## config.mk

```make
export PLATFORM = sky130hd
export DESIGN_NAME = image_header_crc_check
export DESIGN_NICKNAME = d
export VERILOG_FILES = /design/src/rtl/ihcc_pkg.sv /design/src/rtl/ihcc_cfg_regs.sv /design/src/rtl/ihcc_parse.sv /design/src/rtl/ihcc_out_reg.sv /design/src/rtl/image_header_crc_check.sv
export SDC_FILE = /design/constraint.sdc
export NUM_CORES = 1
export LEC_CHECK = 0
export ABC_AREA = 0
export BUFFER_PORTS_ARGS = -buffer_cell sky130_fd_sc_hd__buf_4
export CORE_MARGIN = 2
export CORE_UTILIZATION = 36
export DETAILED_ROUTE_END_ITERATION = 16
export GPL_TIMING_DRIVEN = 0
export PLACE_DENSITY = 0.56
export SETUP_SLACK_MARGIN = 0.02
export SYNTH_ARGS = -nofsm -noshare
export SYNTH_HDL_FRONTEND = slang
export SYNTH_SLANG_ARGS = --single-unit
```

## constraint.sdc

```tcl
create_clock -name clk -period 8.8 [get_ports clk]
set_input_delay 0.88 -clock clk [delete_from_list [all_inputs] [get_ports clk]]
set_output_delay 0.88 -clock clk [all_outputs]
set_load 0.02 [all_outputs]
```

## src/rtl/ihcc_pkg.sv

```systemverilog
package ihcc_pkg;

  // Header layout
  localparam int HEADER_BYTES = 16;
  localparam int SIZE_BYTES   = 8;
  localparam int CRC_SPAN     = 12;
  localparam int FIELD_END    = 16;

  // Byte position counter, saturates at HEADER_BYTES
  localparam int IDX_W = $clog2(HEADER_BYTES + 1);
  typedef logic [IDX_W-1:0] idx_t;

  localparam idx_t IDX_ZERO    = IDX_W'(0);
  localparam idx_t IDX_SIZE    = IDX_W'(SIZE_BYTES);
  localparam idx_t IDX_SPAN    = IDX_W'(CRC_SPAN);
  localparam idx_t IDX_FEND    = IDX_W'(FIELD_END);
  localparam idx_t IDX_LAST    = IDX_W'(HEADER_BYTES - 1);
  localparam idx_t IDX_SAT     = IDX_W'(HEADER_BYTES);

  // Configuration registers
  localparam int CFG_IDX_W = 1;
  typedef enum logic [CFG_IDX_W-1:0] {
    REG_CRC_POLY = 1'b0,
    REG_CRC_SEED = 1'b1
  } cfg_reg_t;

  localparam logic [31:0] CRC_POLY_RST = 32'hEDB8_8320;
  localparam logic [31:0] CRC_SEED_RST = 32'hFFFF_FFFF;

  // Current configuration
  typedef struct packed {
    logic [31:0] poly;
    logic [31:0] seed;
  } crc_cfg_t;

  // One parsed header result
  typedef struct packed {
    logic [63:0] payload_size;
    logic [31:0] image_version;
    logic [31:0] stored_crc;
    logic [31:0] calc_crc;
    logic        crc_match;
  } hdr_res_t;

  // Reflected CRC-32, one byte: eight shift/xor steps
  function automatic logic [31:0] crc_byte(input logic [31:0] acc,
                                           input logic [7:0]  b,
                                           input logic [31:0] poly);
    logic [31:0] a;
    a = acc ^ {24'h0, b};
    for (int k = 0; k < 8; k++) begin
      if (a[0]) begin
        a = (a >> 1) ^ poly;
      end else begin
        a = a >> 1;
      end
    end
    return a;
  endfunction

endpackage

```

## src/rtl/ihcc_cfg_regs.sv

```systemverilog
module ihcc_cfg_regs (
  input  logic                           clk,
  input  logic                           rst_n,
  input  logic                           cfg_valid,
  input  logic                           cfg_ready,
  input  logic [ihcc_pkg::CFG_IDX_W-1:0] cfg_index,
  input  logic [31:0]                    cfg_data,
  output ihcc_pkg::crc_cfg_t             cfg
);

  logic [31:0] poly_r;
  logic [31:0] seed_r;

  // Register writes on a completed transfer
  always_ff @(posedge clk) begin
    if (!rst_n) begin
      poly_r <= ihcc_pkg::CRC_POLY_RST;
      seed_r <= ihcc_pkg::CRC_SEED_RST;
    end else if (cfg_valid && cfg_ready) begin
      case (ihcc_pkg::cfg_reg_t'(cfg_index))
        ihcc_pkg::REG_CRC_POLY: poly_r <= cfg_data;
        ihcc_pkg::REG_CRC_SEED: seed_r <= cfg_data;
        default: ;
      endcase
    end
  end

  assign cfg.poly = poly_r;
  assign cfg.seed = seed_r;

endmodule

```

## src/rtl/ihcc_parse.sv

```systemverilog
module ihcc_parse (
  input  logic               clk,
  input  logic               rst_n,
  input  logic               accept,
  input  logic [7:0]         data_byte,
  input  logic               start_req,
  input  ihcc_pkg::crc_cfg_t cfg,
  output logic               res_valid,
  output ihcc_pkg::hdr_res_t res
);

  ihcc_pkg::idx_t byte_index_r, byte_index_nxt;
  logic [31:0]    crc_acc_r, crc_acc_nxt;
  logic [63:0]    size_r, size_nxt;
  logic [31:0]    version_r, version_nxt;
  logic [31:0]    crc_field_r, crc_field_nxt;

  ihcc_pkg::idx_t idx;
  logic           in_hdr;
  logic [31:0]    crc_base;
  logic [63:0]    size_base;
  logic [31:0]    version_base;
  logic [31:0]    crc_field_base;
  logic [31:0]    computed;

  // Position of this byte; start resyncs to byte 0
  assign idx    = start_req ? ihcc_pkg::IDX_ZERO : byte_index_r;
  assign in_hdr = (idx < ihcc_pkg::IDX_SAT);

  // Byte 0 reloads the seed and clears the fields
  always_comb begin
    if (idx == ihcc_pkg::IDX_ZERO) begin
      crc_base       = cfg.seed;
      size_base      = '0;
      version_base   = '0;
      crc_field_base = '0;
    end else begin
      crc_base       = crc_acc_r;
      size_base      = size_r;
      version_base   = version_r;
      crc_field_base = crc_field_r;
    end
  end

  // Field assembly and CRC update
  always_comb begin
    size_nxt       = size_base;
    version_nxt    = version_base;
    crc_field_nxt  = crc_field_base;
    crc_acc_nxt    = crc_base;
    if (idx < ihcc_pkg::IDX_SIZE) begin
      size_nxt = {size_base[55:0], data_byte};
    end else if (idx < ihcc_pkg::IDX_SPAN) begin
      version_nxt = {version_base[23:0], data_byte};
    end else if (idx < ihcc_pkg::IDX_FEND) begin
      crc_field_nxt = {crc_field_base[23:0], data_byte};
    end
    if (idx < ihcc_pkg::IDX_SPAN) begin
      crc_acc_nxt = ihcc_pkg::crc_byte(crc_base, data_byte, cfg.poly);
    end
  end

  assign byte_index_nxt = in_hdr ? idx + ihcc_pkg::IDX_W'(1) : byte_index_r;

  // State registers, written only on an accepted byte inside the header
  always_ff @(posedge clk) begin
    if (!rst_n) begin
      byte_index_r <= ihcc_pkg::IDX_ZERO;
    end else if (accept) begin
      byte_index_r <= byte_index_nxt;
    end
  end

  always_ff @(posedge clk) begin
    if (accept && in_hdr) begin
      crc_acc_r   <= crc_acc_nxt;
      size_r      <= size_nxt;
      version_r   <= version_nxt;
      crc_field_r <= crc_field_nxt;
    end
  end

  // Result on the last header byte
  assign computed  = crc_acc_nxt ^ cfg.seed;
  assign res_valid = accept && (idx == ihcc_pkg::IDX_LAST);

  assign res.payload_size  = size_nxt;
  assign res.image_version = version_nxt;
  assign res.stored_crc    = crc_field_nxt;
  assign res.calc_crc      = computed;
  assign res.crc_match     = (computed == crc_field_nxt);

endmodule

```

## src/rtl/ihcc_out_reg.sv

```systemverilog
module ihcc_out_reg (
  input  logic               clk,
  input  logic               rst_n,
  input  logic               load,
  input  ihcc_pkg::hdr_res_t res,
  input  logic               out_stall,
  output logic               out_valid,
  output logic               hold,
  output ihcc_pkg::hdr_res_t out_res
);

  logic               valid_r, valid_nxt;
  ihcc_pkg::hdr_res_t res_r;

  // Slot is held while a result waits on a stalled receiver
  assign hold = valid_r && out_stall;

  always_comb begin
    valid_nxt = valid_r;
    if (load) begin
      valid_nxt = 1'b1;
    end else if (!out_stall) begin
      valid_nxt = 1'b0;
    end
  end

  always_ff @(posedge clk) begin
    if (!rst_n) begin
      valid_r <= 1'b0;
    end else begin
      valid_r <= valid_nxt;
    end
  end

  always_ff @(posedge clk) begin
    if (load) begin
      res_r <= res;
    end
  end

  assign out_valid = valid_r;
  assign out_res   = res_r;

endmodule

```

## src/rtl/image_header_crc_check.sv

```systemverilog
// Channel | Direction | Handshake             | Payload
// in_     | input     | in_valid / in_stall   | data_byte, start_req
// out_    | output    | out_valid / out_stall | payload_size .. crc_match
// cfg_    | input     | cfg_valid / cfg_ready | cfg_index, cfg_data
//
// One byte is taken every cycle while in_stall is low; its CRC step (eight shift/xor stages) and
// field shift settle in the same cycle. The result of the last header byte
// appears in the result register on the next cycle.
// Reset (rst_n low, synchronous) clears the byte counter and result valid;
// configuration returns to the standard CRC-32 polynomial and seed.
// in_stall is high only while a result is held by out_stall.
module image_header_crc_check (
  input  logic                           clk,
  input  logic                           rst_n,
  input  logic                           in_valid,
  output logic                           in_stall,
  input  logic [7:0]                     in_data_byte,
  input  logic                           in_start_req,
  output logic                           out_valid,
  input  logic                           out_stall,
  output logic [63:0]                    out_payload_size,
  output logic [31:0]                    out_image_version,
  output logic [31:0]                    out_stored_crc,
  output logic [31:0]                    out_calc_crc,
  output logic                           out_crc_match,
  input  logic                           cfg_valid,
  output logic                           cfg_ready,
  input  logic [ihcc_pkg::CFG_IDX_W-1:0] cfg_index,
  input  logic [31:0]                    cfg_data
);

  ihcc_pkg::crc_cfg_t cfg;
  ihcc_pkg::hdr_res_t res;
  ihcc_pkg::hdr_res_t out_res;
  logic               res_valid;
  logic               hold;
  logic               in_xfer;

  assign cfg_ready = 1'b1;
  assign in_stall  = hold;
  assign in_xfer   = in_valid && !in_stall;

  ihcc_cfg_regs u_cfg (
    .clk       (clk),
    .rst_n     (rst_n),
    .cfg_valid (cfg_valid),
    .cfg_ready (cfg_ready),
    .cfg_index (cfg_index),
    .cfg_data  (cfg_data),
    .cfg       (cfg)
  );

  ihcc_parse u_parse (
    .clk       (clk),
    .rst_n     (rst_n),
    .accept    (in_xfer),
    .data_byte (in_data_byte),
    .start_req (in_start_req),
    .cfg       (cfg),
    .res_valid (res_valid),
    .res       (res)
  );

  ihcc_out_reg u_out (
    .clk       (clk),
    .rst_n     (rst_n),
    .load      (res_valid),
    .res       (res),
    .out_stall (out_stall),
    .out_valid (out_valid),
    .hold      (hold),
    .out_res   (out_res)
  );

  assign out_payload_size  = out_res.payload_size;
  assign out_image_version = out_res.image_version;
  assign out_stored_crc    = out_res.stored_crc;
  assign out_calc_crc      = out_res.calc_crc;
  assign out_crc_match     = out_res.crc_match;

  // Match flag agrees with the fields it was built from
  a_match_consistent: assert property (@(posedge clk) disable iff (!rst_n)
    out_valid |-> (out_crc_match == (out_calc_crc == out_stored_crc)))
    else $error("crc_match disagrees with computed and stored CRC");

  // Input is only held back by a waiting result
  a_stall_cause: assert property (@(posedge clk) disable iff (!rst_n)
    in_stall |-> out_valid)
    else $error("input stalled with empty result register");

  // A new result never overwrites one still held
  a_no_overwrite: assert property (@(posedge clk) disable iff (!rst_n)
    res_valid |-> !(out_valid && out_stall))
    else $error("result produced while result register is held");

  // A held result stays in place on the next cycle
  a_hold_keeps: assert property (@(posedge clk) disable iff (!rst_n)
    hold |=> (out_valid && $stable(out_calc_crc)))
    else $error("held result lost or changed");

endmodule

```

# Word-level counts from Yosys, hierarchy flattened
# Index checks and enable logic that the tools add are counted.
[word_totals]
reg_bits = 391
output_inout_bits = 164
word_cells = 69
[classes]
addsub = 1
order_cmp = 3
n_eq_ne = 3
n_mux = 29
bitwise = 11
n_reduce_logical = 9
[op_table]
columns = ["cell", "count"]
rows = [
  ["32-bit 2-to-1 mux", 24],
  ["31-bit by 32-bit bitwise XOR with 32-bit output", 8],
  ["64-bit 2-to-1 mux", 2],
  ["32-bit == test", 1],
  ["32-bit bitwise XOR", 1],
  ["32-bit by 8-bit bitwise XOR with 32-bit output", 1],
  ["5-bit by 4-bit less-than comparator with 1-bit output (second input constant)", 2],
  ["2-bit AND reduction", 3],
  ["5-bit by 1-bit adder with 5-bit output (second input constant)", 1],
  ["5-bit by 4-bit == test with 1-bit output (second input constant)", 1],
  ["5-bit logical NOT", 1],
  ["5-bit less-than comparator (second input constant)", 1],
  ["5-bit 2-to-1 mux", 1],
  ["1-bit logical AND", 4],
  ["1-bit 2-to-1 mux", 2],
  ["2-bit by 1-bit != test with 1-bit output (second input constant)", 1],
  ["1-bit logical NOT", 1],
  ["1-bit inverter", 1],
]

# Logic depth before layout (Yosys ltp)
[depth]
ltp_word = 30
depth_mapped = 28
mapped_depth_nobuf = 21

# Cells and area by module
# A second synthesis with hierarchy kept.
[hier_totals]
cells_unflattened = 2277
area_unflattened_um2 = 22375.2
[by_module_without_submodules]
columns = ["mod", "instances", "cells_per_inst", "area_each_um2", "seq_area_each_um2"]
rows = [
  ["ihcc_parse", 1, 1840, 14871.8, 4904.7],
  ["ihcc_out_reg", 1, 164, 4870.9, 4854.7],
  ["ihcc_cfg_regs", 1, 270, 2607.5, 1281.2],
  ["image_header_crc_check", 1, 3, 25.0, 0.0],
]

# Least setup slack after synthesis
# OpenSTA, ideal clock, no wires.
[synth_path]
kind = "input port to flip-flop"
start = "in in_start_req"
end = "reg u_out.res_r, in the netlist u_out.out_res[0] (data pin)"
setup_ps = 190
t_arrival_ps = 6268
t_required_ps = 8610
slack_ps = 2342
cell_stages = 27
cell_sequence = "clkbuf_1 -> nor2b_1 -> inv_1 -> ha_1 -> or4b_1 -> buf_2 -> o211ai_2 -> and2_4 -> buf_6 -> o31a_1 -> o211a_1 -> a211oi_2 -> mux2_2 -> o211ai_2 -> xnor2_4 -> xnor3_1 -> o221a_1 -> buf_4 -> xnor2_1 -> buf_4 -> buf_4 -> nand2_1 -> xnor2_1 -> o2bb2ai_1 -> nor4_1 -> nand4_1 -> a2111oi_2"
[synth_lines]
columns = ["item", "line_no", "source"]
rows = [
  ["start, declared", "image_header_crc_check.sv:18", "input logic in_start_req,"],
  ["end signal, assigned", "ihcc_out_reg.sv:37", "res_r <= res;"],
  ["end, declared", "ihcc_out_reg.sv:13", "ihcc_pkg::hdr_res_t res_r;"],
]

==> results.yml <==
timing:
  report.final.setup_viol: 0
  rsz0062_at_grt: "no"
  max-slew-margin-rel: 0.0239
  drv_slew: 0
  setup_tns_ps: 0
  fin_worst_hold_slack_ps: 493
  tightestPinTransition_ps: 1460
  min_period_ps: 8230
  period_share: 0.936
  final-hold-violation-count: 0
  fmax_mhz: 121
  fin_worst_skew_ps: 34.0
finish:
  register_area_um2: 11000
  nFillCells: 5908
  design.final.nets: 2576
  most_common_library_cell_in_the_layout_ignoring_fill_and_taps: "sky130_fd_sc_hd__nand2_1"
  footprint_of_the_multi_input_gates_um2: 10200
  drive_above_1_share: 0.132
  areaGrowthSynthToFinish_pct: 18.4
  number_of_antenna_diodes: 0
  layout.cells.most_common_list: "sky130_fd_sc_hd__nand2_1 (619), sky130_fd_sc_hd__edfxtp_1 (321), sky130_fd_sc_hd__xnor2_1 (275), sky130_fd_sc_hd__buf_4 (214), sky130_fd_sc_hd__a21oi_1 (145)"
yosys:
  synth_area_leader_cell: "sky130_fd_sc_hd__edfxtp_1"
  net_count_after_synthesis: 2319
  synth-edff-count: 321
  syn_inst_count: 2269
  post_synth_num_cell_types: 92
  mapped_avg_cell_area_um2: 9.71
  synth_seq_area_share: 0.501
  synthDominantCellAreaShare: 0.437
  netlist_top_cells_area: "sky130_fd_sc_hd__edfxtp_1 (44%), sky130_fd_sc_hd__xnor2_1 (11%), sky130_fd_sc_hd__nand2_1 (11%)"
  ys.warnings.count: 0
  flop_and_latch_count_out_of_synthesis: 391
  synth-main-ff-cell: "sky130_fd_sc_hd__edfxtp_1"
  synth-async-reset-ratio: 0
  syn-cell-area_um2: 22000
routing:
  drt-pass1-iter-count: 5
  num_vias: 17900
  drt-initial-drc-count: 1510
  remaining_drc_errors: 0
  wl_um: 79200
  post_drt_via_cell_ratio: 5.37
  average_routed_wire_per_standard_cell_um: 23.7
  drtAntennaViolNets: 0
power:
  max-vdd-ir-drop_mv: 0.138
  comb_power_share: 0.410
  power_frac_clock: 0.262
  power.sequential.fraction: 0.327
  power.share.switching: 0.379
  p_int_mw: 4.41
  power.static_leakage_nw: 9.43
  power_density_nw_per_um2: 272
  p_sw_mw: 2.69
placed_design:
  io_buffer_count: 208
  gpl.final_weighted_congestion: 0.961
  place.detailed.hpwl_um: 61000
cts:
  cts_max_level: 2
  cts_tree: "built"
  hold_buffers: 0
  cts.reportedPaths.clkPinSlew_ps: 60
  clock_tree.buffer_depth: 3
  cts_root_buffer: "sky130_fd_sc_hd__clkbuf_16"
  post_cts_buffers: 0
  cts_made_buffers: 44
  post_cts_resize_count: 0
  clock_sink_count: 391
  clock_latency_at_the_later_pin_of_the_worst_skew_pair_ps: 600
grt:
  combined_global_route_utilization_of_all_metal_layers: 0.245
  antenna_violations_before_repair: 0
  vias_in_the_first_global_route: 17400
  globalRouteOverflowTotal: 0
  wire_length_of_the_first_global_routing_pass_um: 115000
  grt_start_max_net_pins: 122
setup_path:
  setup_crit_end_kind: "flip-flop"
  crit_path_start: "in_start_req"
  timing.rr.end: "u_out.out_res[0]$_DFFE_PP_"
  cp_data_arrival_time_ps: 8580
  setup.worst_path.start_class: "input pin"
  critical_path.endpoint: "u_out.out_res[0]$_DFFE_PP_"
  worst-r2r-cell-count: 23
  crit-reg2reg-launch: "u_parse.byte_index_r[0]$_SDFFE_PN0P_"
  crit_fanout: 10
  crit_required_ps: 9150
  path_class: "input pin to flip-flop"
  r2r_slack_ps: 830
floorplan:
  initial_core_util: 0.364
  floorplan.die_area_um2: 63200
  die_extent_in_y_um: 251
  floorplan.rows: 90
  design.portCount: 211
  core-area_um2: 60500
  die_boundary_width_um: 251
min_path:
  kind_of_path_behind_the_tightest_hold_check: "flip-flop to flip-flop"
  worstHoldPathCells: 2
run_status:
  status: "complete, no violations"
run:
  max_cap_violations: 0
-- per-layer routing --
metal  share of wire  GRT usage  routed length [µm]  up-vias
met4           0.032     0.0786                2530        0
met2            0.45      0.386               35700      658
met1            0.45      0.346               35800     8827
met5               0          0                   0        -
met3           0.065     0.0356                5150      118
li1                -          -                   -     8345
-- power groups by stage --
| stage | Clock (mW) | Sequential [mW] | Combinational, mW |
|---|---|---|---|
| floorplan | 0 | 2.34 | 2.05 |
| global placement | 0 | 2.37 | 2.84 |
| detailed placement | 0 | 2.36 | 2.85 |
| CTS | 1.90 | 2.33 | 2.87 |
| global route | 1.96 | 2.34 | 3.09 |
| finish | 1.86 | 2.33 | 2.92 |
-- stage by stage --
step                power, mW  cells  worst slack, ps  area (µm²)   util
floorplan                4.39   2269             2340       22000      -
global placement         5.21   3259              211       24600  0.406
detailed placement       5.22   3262              110       24700  0.408
CTS                      7.09   3342              704       26100  0.431
global route             7.39   3342             78.3       26100  0.431
finish                   7.11   3342              567       26100  0.431
-- synthesized netlist by cell type, types with 5 or more instances --
cell                         n
sky130_fd_sc_hd__nand2_1   619
sky130_fd_sc_hd__edfxtp_1  321
sky130_fd_sc_hd__xnor2_1   275
sky130_fd_sc_hd__a21oi_1   145
sky130_fd_sc_hd__clkbuf_1  130
sky130_fd_sc_hd__nand3_1    93
sky130_fd_sc_hd__xor2_1     75
sky130_fd_sc_hd__dfxtp_1    70
sky130_fd_sc_hd__o21ai_0    63
sky130_fd_sc_hd__nor2_1     57
sky130_fd_sc_hd__mux2i_1    49
sky130_fd_sc_hd__inv_1      27
sky130_fd_sc_hd__buf_1      26
sky130_fd_sc_hd__nor3_1     26
sky130_fd_sc_hd__a21boi_0   19
sky130_fd_sc_hd__nor2b_1    19
sky130_fd_sc_hd__nand4_1    16
sky130_fd_sc_hd__nor4_1     15
sky130_fd_sc_hd__o211ai_1   12
sky130_fd_sc_hd__xnor3_1    10
sky130_fd_sc_hd__buf_2       9
sky130_fd_sc_hd__o22ai_1     9
sky130_fd_sc_hd__a211oi_1    7
sky130_fd_sc_hd__and2_1      7
sky130_fd_sc_hd__and3_1      7
sky130_fd_sc_hd__a22o_1      6
sky130_fd_sc_hd__a22oi_1     6
sky130_fd_sc_hd__buf_4       6
sky130_fd_sc_hd__nor4b_1     6
sky130_fd_sc_hd__nand2b_1    5
sky130_fd_sc_hd__nand4b_1    5
sky130_fd_sc_hd__o211a_1     5
sky130_fd_sc_hd__o21a_1      5
sky130_fd_sc_hd__or2_2       5
sky130_fd_sc_hd__or4_1       5
-- critical path, stage by stage --
cell and delay (ps):
sky130_fd_sc_hd__buf_4 130, sky130_fd_sc_hd__clkbuf_1 190, sky130_fd_sc_hd__nor2b_1 260, sky130_fd_sc_hd__inv_1 70, sky130_fd_sc_hd__ha_1 240, sky130_fd_sc_hd__and2_1 160
sky130_fd_sc_hd__clkbuf_1 160, sky130_fd_sc_hd__nor2_1 1110, sky130_fd_sc_hd__mux2i_1 420, sky130_fd_sc_hd__xor2_1 470, sky130_fd_sc_hd__nor2_1 90, sky130_fd_sc_hd__mux2i_1 160
sky130_fd_sc_hd__nand3_1 210, sky130_fd_sc_hd__o21a_4 220, sky130_fd_sc_hd__nor3_1 550, sky130_fd_sc_hd__clkbuf_1 410, sky130_fd_sc_hd__o21ai_0 160, sky130_fd_sc_hd__xnor2_1 220
sky130_fd_sc_hd__xnor2_1 660, sky130_fd_sc_hd__xor2_1 310, sky130_fd_sc_hd__nor3_1 80, sky130_fd_sc_hd__a2111oi_0 330, sky130_fd_sc_hd__and4_1 310, sky130_fd_sc_hd__nand4_1 230
sky130_fd_sc_hd__a2111oi_2 520
-- worst min-delay path by stage --
stage / startpoint / end / slack [ps]
after global routing: cfg_data[31] / u_cfg.seed_r[31]$_SDFFE_PN1P_ / 510
after CTS: cfg_data[31] / u_cfg.seed_r[31]$_SDFFE_PN1P_ / 490
after detailed placement: u_parse.byte_index_r[1]$_SDFFE_PN0P_ / u_parse.byte_index_r[1]$_SDFFE_PN0P_ / 490
after global placement: u_parse.byte_index_r[1]$_SDFFE_PN0P_ / u_parse.byte_index_r[1]$_SDFFE_PN0P_ / 480
after floorplan: u_parse.byte_index_r[1]$_SDFFE_PN0P_ / u_parse.byte_index_r[1]$_SDFFE_PN0P_ / 460
final: u_parse.byte_index_r[1]$_SDFFE_PN0P_ / u_parse.byte_index_r[1]$_SDFFE_PN0P_ / 490
-- cell families after synthesis --
logic type               share of synthesized area
AO/OA/AOI/OAI                                0.100
buffers and inverters                       0.0375
other                                     0.000170
adder cells (fa/ha/maj)                    0.00170
AND/OR/NAND/NOR                              0.180
multiplexers                                0.0261
flip-flops                                   0.501
XOR/XNOR                                     0.154
-- registers in the layout, indices dropped and copies added, names as in the netlist --
signal,cells
u_cfg.seed_r,32
u_cfg.poly_r,32
u_parse.version_r,32
u_out.out_res,161
u_out.out_valid,1
u_parse.byte_index_r,5
u_parse.crc_acc_r,32
u_parse.size_r,64
u_parse.crc_field_r,32
-- area by class of cell --
cell class / instances / area share
plain buffers: 175 / 0.0276
clock buffers: 50 / 0.0431
clock inverters: 30 / 0.0115
inverters: 28 / 0.00432
multi-input cells: 1675 / 0.390
flip-flops and latches: 391 / 0.423
well taps: 782 / 0.0375
repair buffers: 211 / 0.0630
No activity file was read; power rests on OpenSTA's default activity.
